**src/hdl/packet_mode_depacketizer_macros.svh**
```systemverilog
// Assertion macros shared by the depacketizer RTL.
`ifndef PACKET_MODE_DEPACKETIZER_MACROS_SVH
`define PACKET_MODE_DEPACKETIZER_MACROS_SVH

// Same-cycle implication, checked at every rising edge outside reset.
`define PMD_ASSERT_NOW(label, ante, cons, msg) \
  label: assert property (@(posedge clk) disable iff (rst) (ante) |-> (cons)) \
    else $error(msg);

// Next-cycle implication, checked at every rising edge outside reset.
`define PMD_ASSERT_NEXT(label, ante, cons, msg) \
  label: assert property (@(posedge clk) disable iff (rst) (ante) |=> (cons)) \
    else $error(msg);

`endif

```
**src/hdl/pmd_pkg.sv**
```systemverilog
// ----------------------------------------------------------------------------
// Packet-mode depacketizer package
// Shared constants, item types and the byte-wide CRC-16 update.
// ----------------------------------------------------------------------------
package pmd_pkg;

  localparam int NUM_PACKET_IDS = 4;
  localparam int ID_W           = 2;
  localparam int CI_W           = 3;
  localparam int POS_W          = 9;
  localparam int BYTE_W         = 8;
  localparam int CRC_W          = 16;
  localparam int IN_DATA_W      = 8;
  localparam int OUT_DATA_W     = 24;
  localparam int CFG_DATA_W     = 8;

  localparam logic [CRC_W-1:0] CRC_POLY = 16'h1021;
  localparam logic [CRC_W-1:0] CRC_INIT = 16'hFFFF;

  // Configuration register indexes
  localparam logic CFG_ENABLE     = 1'b0;
  localparam logic CFG_PACKET_LEN = 1'b1;

  // Result kinds
  localparam logic KIND_DATA    = 1'b0;
  localparam logic KIND_VERDICT = 1'b1;

  typedef struct packed {
    logic [BYTE_W-1:0] data_byte;
    logic              frame_start;
  } item_t;

  typedef struct packed {
    logic              kind;
    logic [BYTE_W-1:0] payload_byte;
    logic              useful;
    logic [ID_W-1:0]   packet_id;
    logic              crc_ok;
    logic              unit_start;
    logic              unit_complete;
    logic              unit_broken;
    logic              length_error;
    logic              continuity_error;
  } result_t;

  // CRC-16, polynomial 0x1021, one byte MSB first.
  function automatic logic [CRC_W-1:0] pmd_crc8(input logic [CRC_W-1:0] crc_in,
                                                input logic [BYTE_W-1:0] b);
    logic [CRC_W-1:0] c;
    logic             fb;
    c = crc_in;
    for (int i = 0; i < BYTE_W; i++) begin
      fb = c[CRC_W-1] ^ b[BYTE_W-1-i];
      c  = {c[CRC_W-2:0], 1'b0};
      if (fb) begin
        c = c ^ CRC_POLY;
      end
    end
    return c;
  endfunction

endpackage

```
**src/hdl/pmd_in_stage.sv**
```systemverilog
// ----------------------------------------------------------------------------
// Depacketizer input stage
// Registers one input transfer and holds it until the core takes it.
// ----------------------------------------------------------------------------
module pmd_in_stage (
  input  logic          clk,
  input  logic          rst,
  input  logic          in_valid,
  output logic          in_ready,
  input  pmd_pkg::item_t in_item,
  input  logic          take,
  output logic          held_valid,
  output pmd_pkg::item_t held_item
);
  import pmd_pkg::*;

  logic load;
  logic held_valid_next;

  assign in_ready = !held_valid || take;
  assign load     = in_valid && in_ready;

  always_comb begin
    if (load) begin
      held_valid_next = 1'b1;
    end else if (take) begin
      held_valid_next = 1'b0;
    end else begin
      held_valid_next = held_valid;
    end
  end

  always_ff @(posedge clk) begin
    if (rst) begin
      held_valid <= 1'b0;
    end else begin
      held_valid <= held_valid_next;
    end
  end

  always_ff @(posedge clk) begin
    if (load) begin
      held_item <= in_item;
    end
  end

endmodule

```
**src/hdl/pmd_core.sv**
```systemverilog
// ----------------------------------------------------------------------------
// Depacketizer core
// Packet position, CRC check, continuity and unit-ok tracking per packet id.
// ----------------------------------------------------------------------------
module pmd_core (
  input  logic                       clk,
  input  logic                       rst,
  input  logic                       cfg_we,
  input  logic                       cfg_index,
  input  logic [pmd_pkg::CFG_DATA_W-1:0] cfg_data,
  input  logic                       fire,
  input  pmd_pkg::item_t             item,
  output logic                       res_valid,
  output pmd_pkg::result_t           res
);
  import pmd_pkg::*;

  logic                enable;
  logic [BYTE_W-1:0]   packet_len;
  logic [POS_W-1:0]    byte_position, byte_position_next;
  logic [CRC_W-1:0]    crc_register, crc_register_next;
  logic [BYTE_W-1:0]   header_latch, header_latch_next;
  logic [BYTE_W-1:0]   useful_length, useful_length_next;
  logic [BYTE_W-1:0]   received_crc_high, received_crc_high_next;
  logic [CI_W-1:0]     continuity_store [NUM_PACKET_IDS];
  logic [CI_W-1:0]     continuity_store_next [NUM_PACKET_IDS];
  logic [NUM_PACKET_IDS-1:0] unit_ok_flags, unit_ok_flags_next;

  always_ff @(posedge clk) begin
    if (rst) begin
      enable     <= 1'b0;
      packet_len <= '0;
    end else if (cfg_we) begin
      unique case (cfg_index)
        CFG_ENABLE:     enable     <= cfg_data[0];
        CFG_PACKET_LEN: packet_len <= cfg_data[BYTE_W-1:0];
        default: ;
      endcase
    end
  end

  always_comb begin
    logic [POS_W-1:0] pos;
    logic [POS_W-1:0] plen9;
    logic [CRC_W-1:0] crc_cur;
    logic [CRC_W-1:0] crc_adv;
    logic [ID_W-1:0]  id;
    logic             ppi;
    logic             first;
    logic             last;
    logic [CI_W-1:0]  ci;
    logic             len_bad;
    logic             ok;
    logic             cont_err;
    logic             len_err;
    logic             complete;
    logic             flag;

    byte_position_next     = byte_position;
    crc_register_next      = crc_register;
    header_latch_next      = header_latch;
    useful_length_next     = useful_length;
    received_crc_high_next = received_crc_high;
    continuity_store_next  = continuity_store;
    unit_ok_flags_next     = unit_ok_flags;
    res_valid              = 1'b0;
    res                    = '0;

    pos      = item.frame_start ? '0 : byte_position;
    crc_cur  = item.frame_start ? CRC_INIT : crc_register;
    crc_adv  = pmd_crc8(crc_cur, item.data_byte);
    plen9    = {1'b0, packet_len};
    id       = header_latch[5:4];
    ppi      = header_latch[3];
    first    = header_latch[7];
    last     = header_latch[6];
    ci       = header_latch[CI_W-1:0];
    len_bad  = (packet_len != '0) && (useful_length >= packet_len);
    ok       = ({received_crc_high, item.data_byte} == ~crc_cur);
    cont_err = ((continuity_store[id] + CI_W'(1)) != ci);
    len_err  = ppi && len_bad;
    flag     = unit_ok_flags[id];
    complete = 1'b0;

    if (fire && enable) begin
      byte_position_next = pos;
      crc_register_next  = crc_cur;
      if (pos == '0) begin
        header_latch_next  = item.data_byte;
        useful_length_next = '0;
        crc_register_next  = crc_adv;
        byte_position_next = POS_W'(1);
      end else if (pos <= plen9) begin
        crc_register_next  = crc_adv;
        byte_position_next = pos + POS_W'(1);
        res_valid          = 1'b1;
        res.kind           = KIND_DATA;
        res.payload_byte   = item.data_byte;
        res.packet_id      = id;
        if (ppi && pos == POS_W'(1)) begin
          useful_length_next = item.data_byte;
          res.useful         = 1'b0;
        end else if (ppi) begin
          res.useful = !len_bad && ((pos - POS_W'(2)) < {1'b0, useful_length});
        end else begin
          res.useful = 1'b1;
        end
      end else if (pos == plen9 + POS_W'(1)) begin
        received_crc_high_next = item.data_byte;
        byte_position_next     = pos + POS_W'(1);
      end else begin
        // last CRC byte: verdict, then realign for the next header
        res_valid          = 1'b1;
        res.kind           = KIND_VERDICT;
        res.packet_id      = id;
        res.crc_ok         = ok;
        byte_position_next = '0;
        crc_register_next  = CRC_INIT;
        if (ok) begin
          if (cont_err) begin
            flag = 1'b0;
          end
          if (first) begin
            flag = 1'b1;
          end
          complete = last && flag;
          if (len_err) begin
            flag     = 1'b0;
            complete = 1'b0;
          end
          if (ppi && first && last && !len_err && useful_length == '0) begin
            complete = 1'b0;
          end
          res.unit_start       = first;
          res.unit_complete    = complete;
          res.unit_broken      = !flag;
          res.length_error     = len_err;
          res.continuity_error = cont_err;
          // delivered unit starts over
          if (complete) begin
            flag = 1'b0;
          end
          unit_ok_flags_next[id]    = flag;
          continuity_store_next[id] = ci;
        end
      end
    end
  end

  always_ff @(posedge clk) begin
    if (rst) begin
      byte_position     <= '0;
      crc_register      <= CRC_INIT;
      header_latch      <= '0;
      useful_length     <= '0;
      received_crc_high <= '0;
      unit_ok_flags     <= '0;
      for (int i = 0; i < NUM_PACKET_IDS; i++) begin
        continuity_store[i] <= '0;
      end
    end else begin
      byte_position     <= byte_position_next;
      crc_register      <= crc_register_next;
      header_latch      <= header_latch_next;
      useful_length     <= useful_length_next;
      received_crc_high <= received_crc_high_next;
      unit_ok_flags     <= unit_ok_flags_next;
      continuity_store  <= continuity_store_next;
    end
  end

endmodule

```
**src/hdl/pmd_out_stage.sv**
```systemverilog
// ----------------------------------------------------------------------------
// Depacketizer output stage
// Result register that holds a result until the downstream transfer.
// ----------------------------------------------------------------------------
module pmd_out_stage (
  input  logic             clk,
  input  logic             rst,
  input  logic             load,
  input  pmd_pkg::result_t res_in,
  output logic             space,
  output logic             out_valid,
  input  logic             out_ready,
  output pmd_pkg::result_t res_out
);
  import pmd_pkg::*;

  logic out_valid_next;

  assign space = !out_valid || out_ready;

  always_comb begin
    if (load) begin
      out_valid_next = 1'b1;
    end else if (out_ready) begin
      out_valid_next = 1'b0;
    end else begin
      out_valid_next = out_valid;
    end
  end

  always_ff @(posedge clk) begin
    if (rst) begin
      out_valid <= 1'b0;
    end else begin
      out_valid <= out_valid_next;
    end
  end

  always_ff @(posedge clk) begin
    if (load) begin
      res_out <= res_in;
    end
  end

endmodule

```
**src/hdl/packet_mode_depacketizer.sv**
```systemverilog
// A byte sits in the input register; the result register loads its result at the edge on
// which the core takes the byte, and the core waits while the output register is full.
// Throughput: one byte per cycle unless the output stalls; the core's state update sets it.
// Reset (rst, synchronous, active high): both stages empty, decoding disabled,
// packet length zero, CRC all ones, continuity and unit-ok flags cleared.
// ----------------------------------------------------------------------------
// Packet-mode depacketizer
// Byte stream in, tentative data bytes and CRC-checked packet verdicts out.
// ----------------------------------------------------------------------------
`include "packet_mode_depacketizer_macros.svh"

module packet_mode_depacketizer (
  input  logic                             clk,
  input  logic                             rst,
  input  logic                             cfg_we,
  input  logic                             cfg_index,
  input  logic [pmd_pkg::CFG_DATA_W-1:0]   cfg_data,
  input  logic                             s_tvalid,
  output logic                             s_tready,
  input  logic [pmd_pkg::IN_DATA_W-1:0]    s_tdata,   // [7:0] data_byte
  input  logic                             s_tuser,   // [0] frame_start
  output logic                             m_tvalid,
  input  logic                             m_tready,
  output logic [pmd_pkg::OUT_DATA_W-1:0]   m_tdata,   // [7:0] payload_byte, [8] useful,
                                                      // [10:9] packet_id, [11] crc_ok,
                                                      // [12] unit_start, [13] unit_complete,
                                                      // [14] unit_broken, [15] length_error,
                                                      // [16] continuity_error, [23:17] zero
  output logic                             m_tuser    // [0] kind
);
  import pmd_pkg::*;

  item_t   in_item;
  item_t   held_item;
  logic    held_valid;
  logic    fire;
  logic    space;
  logic    res_valid;
  result_t res;
  result_t res_out;

  assign in_item.data_byte   = s_tdata;
  assign in_item.frame_start = s_tuser;
  assign fire = held_valid && space;

  pmd_in_stage u_in (
    .clk        (clk),
    .rst        (rst),
    .in_valid   (s_tvalid),
    .in_ready   (s_tready),
    .in_item    (in_item),
    .take       (fire),
    .held_valid (held_valid),
    .held_item  (held_item)
  );

  pmd_core u_core (
    .clk       (clk),
    .rst       (rst),
    .cfg_we    (cfg_we),
    .cfg_index (cfg_index),
    .cfg_data  (cfg_data),
    .fire      (fire),
    .item      (held_item),
    .res_valid (res_valid),
    .res       (res)
  );

  pmd_out_stage u_out (
    .clk       (clk),
    .rst       (rst),
    .load      (fire && res_valid),
    .res_in    (res),
    .space     (space),
    .out_valid (m_tvalid),
    .out_ready (m_tready),
    .res_out   (res_out)
  );

  assign m_tuser = res_out.kind;
  assign m_tdata = {7'b0, res_out.continuity_error, res_out.length_error,
                    res_out.unit_broken, res_out.unit_complete, res_out.unit_start,
                    res_out.crc_ok, res_out.packet_id, res_out.useful,
                    res_out.payload_byte};

  `PMD_ASSERT_NOW(a_stall_blocks_input, held_valid && m_tvalid && !m_tready, !s_tready, "input accepted while both stages are full")
  `PMD_ASSERT_NOW(a_failed_crc_quiet, m_tvalid && m_tuser == KIND_VERDICT && !m_tdata[11], m_tdata[16:12] == 5'b0, "flags set on a verdict with failed CRC")
  `PMD_ASSERT_NOW(a_complete_is_clean, m_tvalid && m_tdata[13], m_tuser == KIND_VERDICT && m_tdata[11] && !m_tdata[15], "unit complete without good CRC or with length error")
  `PMD_ASSERT_NEXT(a_fire_loads_result, fire && res_valid, m_tvalid, "result lost between core and output register")

endmodule
```
**config.mk**
```make
export PLATFORM = sky130hd
export DESIGN_NAME = packet_mode_depacketizer
export DESIGN_NICKNAME = d
export VERILOG_FILES = /design/src/hdl/pmd_pkg.sv /design/src/hdl/pmd_in_stage.sv /design/src/hdl/pmd_core.sv /design/src/hdl/pmd_out_stage.sv /design/src/hdl/packet_mode_depacketizer.sv
export VERILOG_INCLUDE_DIRS = /design/src /design/src/hdl
export SDC_FILE = /design/constraint.sdc
export NUM_CORES = 1
export LEC_CHECK = 0
export ABC_AREA = 0
export CAP_MARGIN = 25
export CORE_ASPECT_RATIO = 0.5
export CORE_UTILIZATION = 50
export CTS_BUF_LIST = sky130_fd_sc_hd__clkbuf_4
export CTS_CLUSTER_SIZE = 12
export DETAILED_ROUTE_END_ITERATION = 10
export DONT_BUFFER_PORTS = 1
export PLACE_DENSITY = 0.65
export SYNTH_ARGS = -nofsm -noshare
export SYNTH_HDL_FRONTEND = slang
export SYNTH_SLANG_ARGS = --single-unit
```
**constraint.sdc**
```tcl
create_clock -name clk -period 4.2 [get_ports clk]
set_input_delay 0 -clock clk [delete_from_list [all_inputs] [get_ports clk]]
set_output_delay 0 -clock clk [all_outputs]
set_load 0.05 [all_outputs]
```
==> results by group <==
Placement
  – PortBufs: 0
  – DP HPWL: between 10000 and 15000 um
  – Routability cong.: 0.955
  – Placed cell areas: 6440 um^2

Floorplanning
  – Die area: 13400 um^2
  – Effective utilization at floorplan: 52.9%
  – Total core area: 12200 um^2
  – Die X: 162 um
  – Die height: 82.2 um
  – Num rows: 28
  – Boundary Pins: 50

Worst setup path
  – Crit-path max cell delay: roughly 0.72 ns
  – CP arrival: 3.87 ns
  – Reg-to-reg startpoint: u_in.held_item[0]
  – CP max FO: 17
  – Worst setup path start: u_in.held_item[0]
  – WP buf/inv: 2
  – CP Cell Sequence: nand2b_1 -> inv_1 -> ha_1 -> nand2_1 -> o211ai_1 -> a21oi_1 -> a2bb2oi_2 -> nand3_1 -> or4_1 -> inv_2 -> and3_1
  – Data required time of the worst path: 4.57 ns
  – CP Class: flip-flop to flip-flop
  – Delay-heaviest family, CP: simple AND/OR/NAND/NOR gates
  – Max stage delay cell, worst path: or4_1
  – Startpoint types: flip-flop
  – Crit end category: flip-flop

Timing
  – RSZ-0062 raised after global routing: no
  – Clock Skew: 0.0273 ns
  – Slew headroom: 39.2%
  – Final cycle utilization of the critical path: just over 80%
  – Worst hold slack: 0.142 ns
  – # setup viols final: 0
  – Hold Fails Final Rpt: 0
  – Setup TNS: 0 ns
  – Least-Margin Pin Slew: 0.906 ns
  – Max Slew Vio Count: 0
  – Final worst path period need: ~3.5 ns
  – Max Freq: 0.286 GHz

Logic synthesis
  – Synth warn: 0
  – Share of flip-flops with an asynchronous set or reset: 0%
  – Synth top area share: 23.6%
  – Post-Synthesis Cells: 730
  – Share of the yosys chip area belonging to registers: 36.2%
  – Syn_area_per_cell: between 8 and 9 um^2
  – Synth top area cells: dfxtp_1, edfxtp_1, xnor2_1
  – Mapped cell area: 6440 um^2
  – Top_reg_cell synth: dfxtp_1
  – Commonest cells post-synth: dfxtp_1, nand2_1, nor2_1
  – Synth Area in Compound Gates: 14.5%
  – Post-synthesis register bit count: 103
  – Dominant cell type by area after synthesis: dfxtp_1
  – Synth unique cells: 72
  – Multiplexer area fraction after synthesis: 5.64%
  – Most frequent cell after synthesis: dfxtp_1
  – XOR/XNOR share of the synthesized area: 7.21%
  – Simple-gate area share of the yosys netlist: about a quarter
  – Synth Area in Adders: ~5.2%
  – Number of flops mapped to enable cells by yosys: 27
  – Largest family of logic cells by synthesized area: simple AND/OR/NAND/NOR gates

Final layout
  – Layout Nets: 782
  – Filler Cells Inserted: 1078
  – N_diodes: 0
  – Layout cells sized above 1: 6.22%
  – Design area: 7010 um^2
  – Seq. cell area: 2330 um^2
  – Post-route core utilization: ~58%
  – Multi-input gate area: 3680 um^2
  – Area grow syn2layout: 8.98%

Run
  – Max-Cap Viols: 0

Power and ir drop
  – Comb power frac: 12.7%
  – P per Cell Area: 268 nW/um^2
  – Clk network pwr share: 30.3%
  – Part of the power in registers: 57.0%
  – Net Sw Power: 0.552 mW
  – Switching share of power: between 20% and 30%
  – Int Power: approximately 1.3 mW
  – LEAKAGE: 2.49 nW
  – Max VDD drop: 179 uV
  – Overall power: ~1.9 mW

Global routing
  – GRT Total Usage: 25.9%
  – Gr ovfl total: 0
  – First-pass GRT wire length: 26500 um
  – Largest net degree at the start of global routing: 99
  – Vias in the first global route: 4950
  – Antenna violations before repair: 0

Detailed routing
  – Pre-Repair DR Iteration Count: 5
  – Total vias in the final route: around 5400
  – WL/cell: 18.3 um
  – Initial DRC count: around 430
  – Antenna Nets Post-Route: 0
  – # DRC: 0
  – DR vias/cell: roughly 6
  – Final WL: 16500 um

CTS
  – CTS tree: yes
  – CTS Buffer Depth: 2
  – Worst-path clk slew: 0.19 ns
  – H-tree depth: 3
  – Number of CTS-inserted buffers: 9
  – Clock Tree Root: clkbuf_4
  – Clock sink count: 103
  – Cts repair resizes: 0
  – Clock latency on the worst-skew pair: 0.48 ns

Worst hold path
  – Worst hold start: m_tready
  – Hold Path Class: input port to flip-flop

Run status
  – Outcome: completed
==> stage by stage <==
| step | std cells | setup WS [ns] |
|---|---|---|
| after floorplan | 736 | 0.653 |
| after global routing | 904 | 0.353 |
| final | 904 | 0.706 |
| after CTS | 904 | 0.729 |
| after global placement | 848 | 0.842 |
| after detailed placement | 848 | 0.753 |
==> state kept, by name, indices dropped and copies added (netlist names) <==
register and cells:
u_out.res_out 18, u_core.crc_register 16, u_core.continuity_store 12, u_core.byte_position 9
u_in.held_item 9, u_core.header_latch 8, u_core.packet_len 8, u_core.received_crc_high 8
u_core.useful_length 8, u_core.unit_ok_flags 4, u_core.enable 1, u_in.held_valid 1
u_out.out_valid 1
==> power by group through the flow <==
stage | logic, mW | clock network [mW] | registers, mW
after CTS | 0.234 | 0.578 | 1.07
after global routing | 0.258 | 0.616 | 1.08
after global placement | 0.190 | 0 | 1.09
after floorplan | 0.195 | 0 | 1.06
final | 0.238 | 0.571 | 1.07
after detailed placement | 0.191 | 0 | 1.09
==> cell families (layout without fill, tap and decap cells) <==
family / Yosys count / count (layout)
adder cells (fa/ha/maj): 27 / 27
buffers and inverters: 100 / 103
AND/OR/NAND/NOR: 272 / 272
AO/OA/AOI/OAI: 144 / 144
flip-flops: 103 / 103
multiplexers: 30 / 30
XOR/XNOR: 53 / 53
other: 1 / 7
==> cells in the final DEF (no fill, tap or decap), types with 13 or more instances in the layout <==
cell type      instances
xnor2_1               40
a211oi_1              14
a21oi_1               44
dlygate4sd3_1         39
inv_1                 34
nand3_1               32
o21ai_0               23
dfxtp_1               76
and3_1                15
nand2_1               50
a31oi_1               13
ha_1                  25
edfxtp_1              27
nand2b_1              37
xor2_1                13
nor3_1                17
mux2i_1               25
nor2_1                48
==> layer usage <==
layer,wire length (um),global-route usage (%)
met5,0,0
met4,319,8.11
met3,973,4.80
met2,7220,40.1
met1,7990,36.5
==> final cells by class <==
cell class / count / area share (%)
Timing Repair Buffer: 52 / 7.24
Multi-Input combinational cell: 533 / 52.5
Sequential cell: 103 / 33.3
Clock buffer: 10 / 1.07
Tap cell: 165 / 2.94
Inverter: 35 / 1.87
Clock inverter: 6 / 1.11
==> worst paths after layout <==
check	slack, ns	to	cells after the start
setup / recovery	0.71	u_out.res_out[3]	11
hold / removal	0.14	u_in.held_valid	2
setup reg to reg	0.71	u_out.res_out[3]	11
hold reg to reg	0.48	u_core.unit_ok_flags[2]	2
==> what timing repair did <==
| action | in CTS | in global routing |
|---|---|---|
| endpoints found under the hold margin | 94 | 0 |
| hold buffers | 40 | 0 |
| buffers inserted | 0 | 0 |
(Power assumes the default switching activity.)
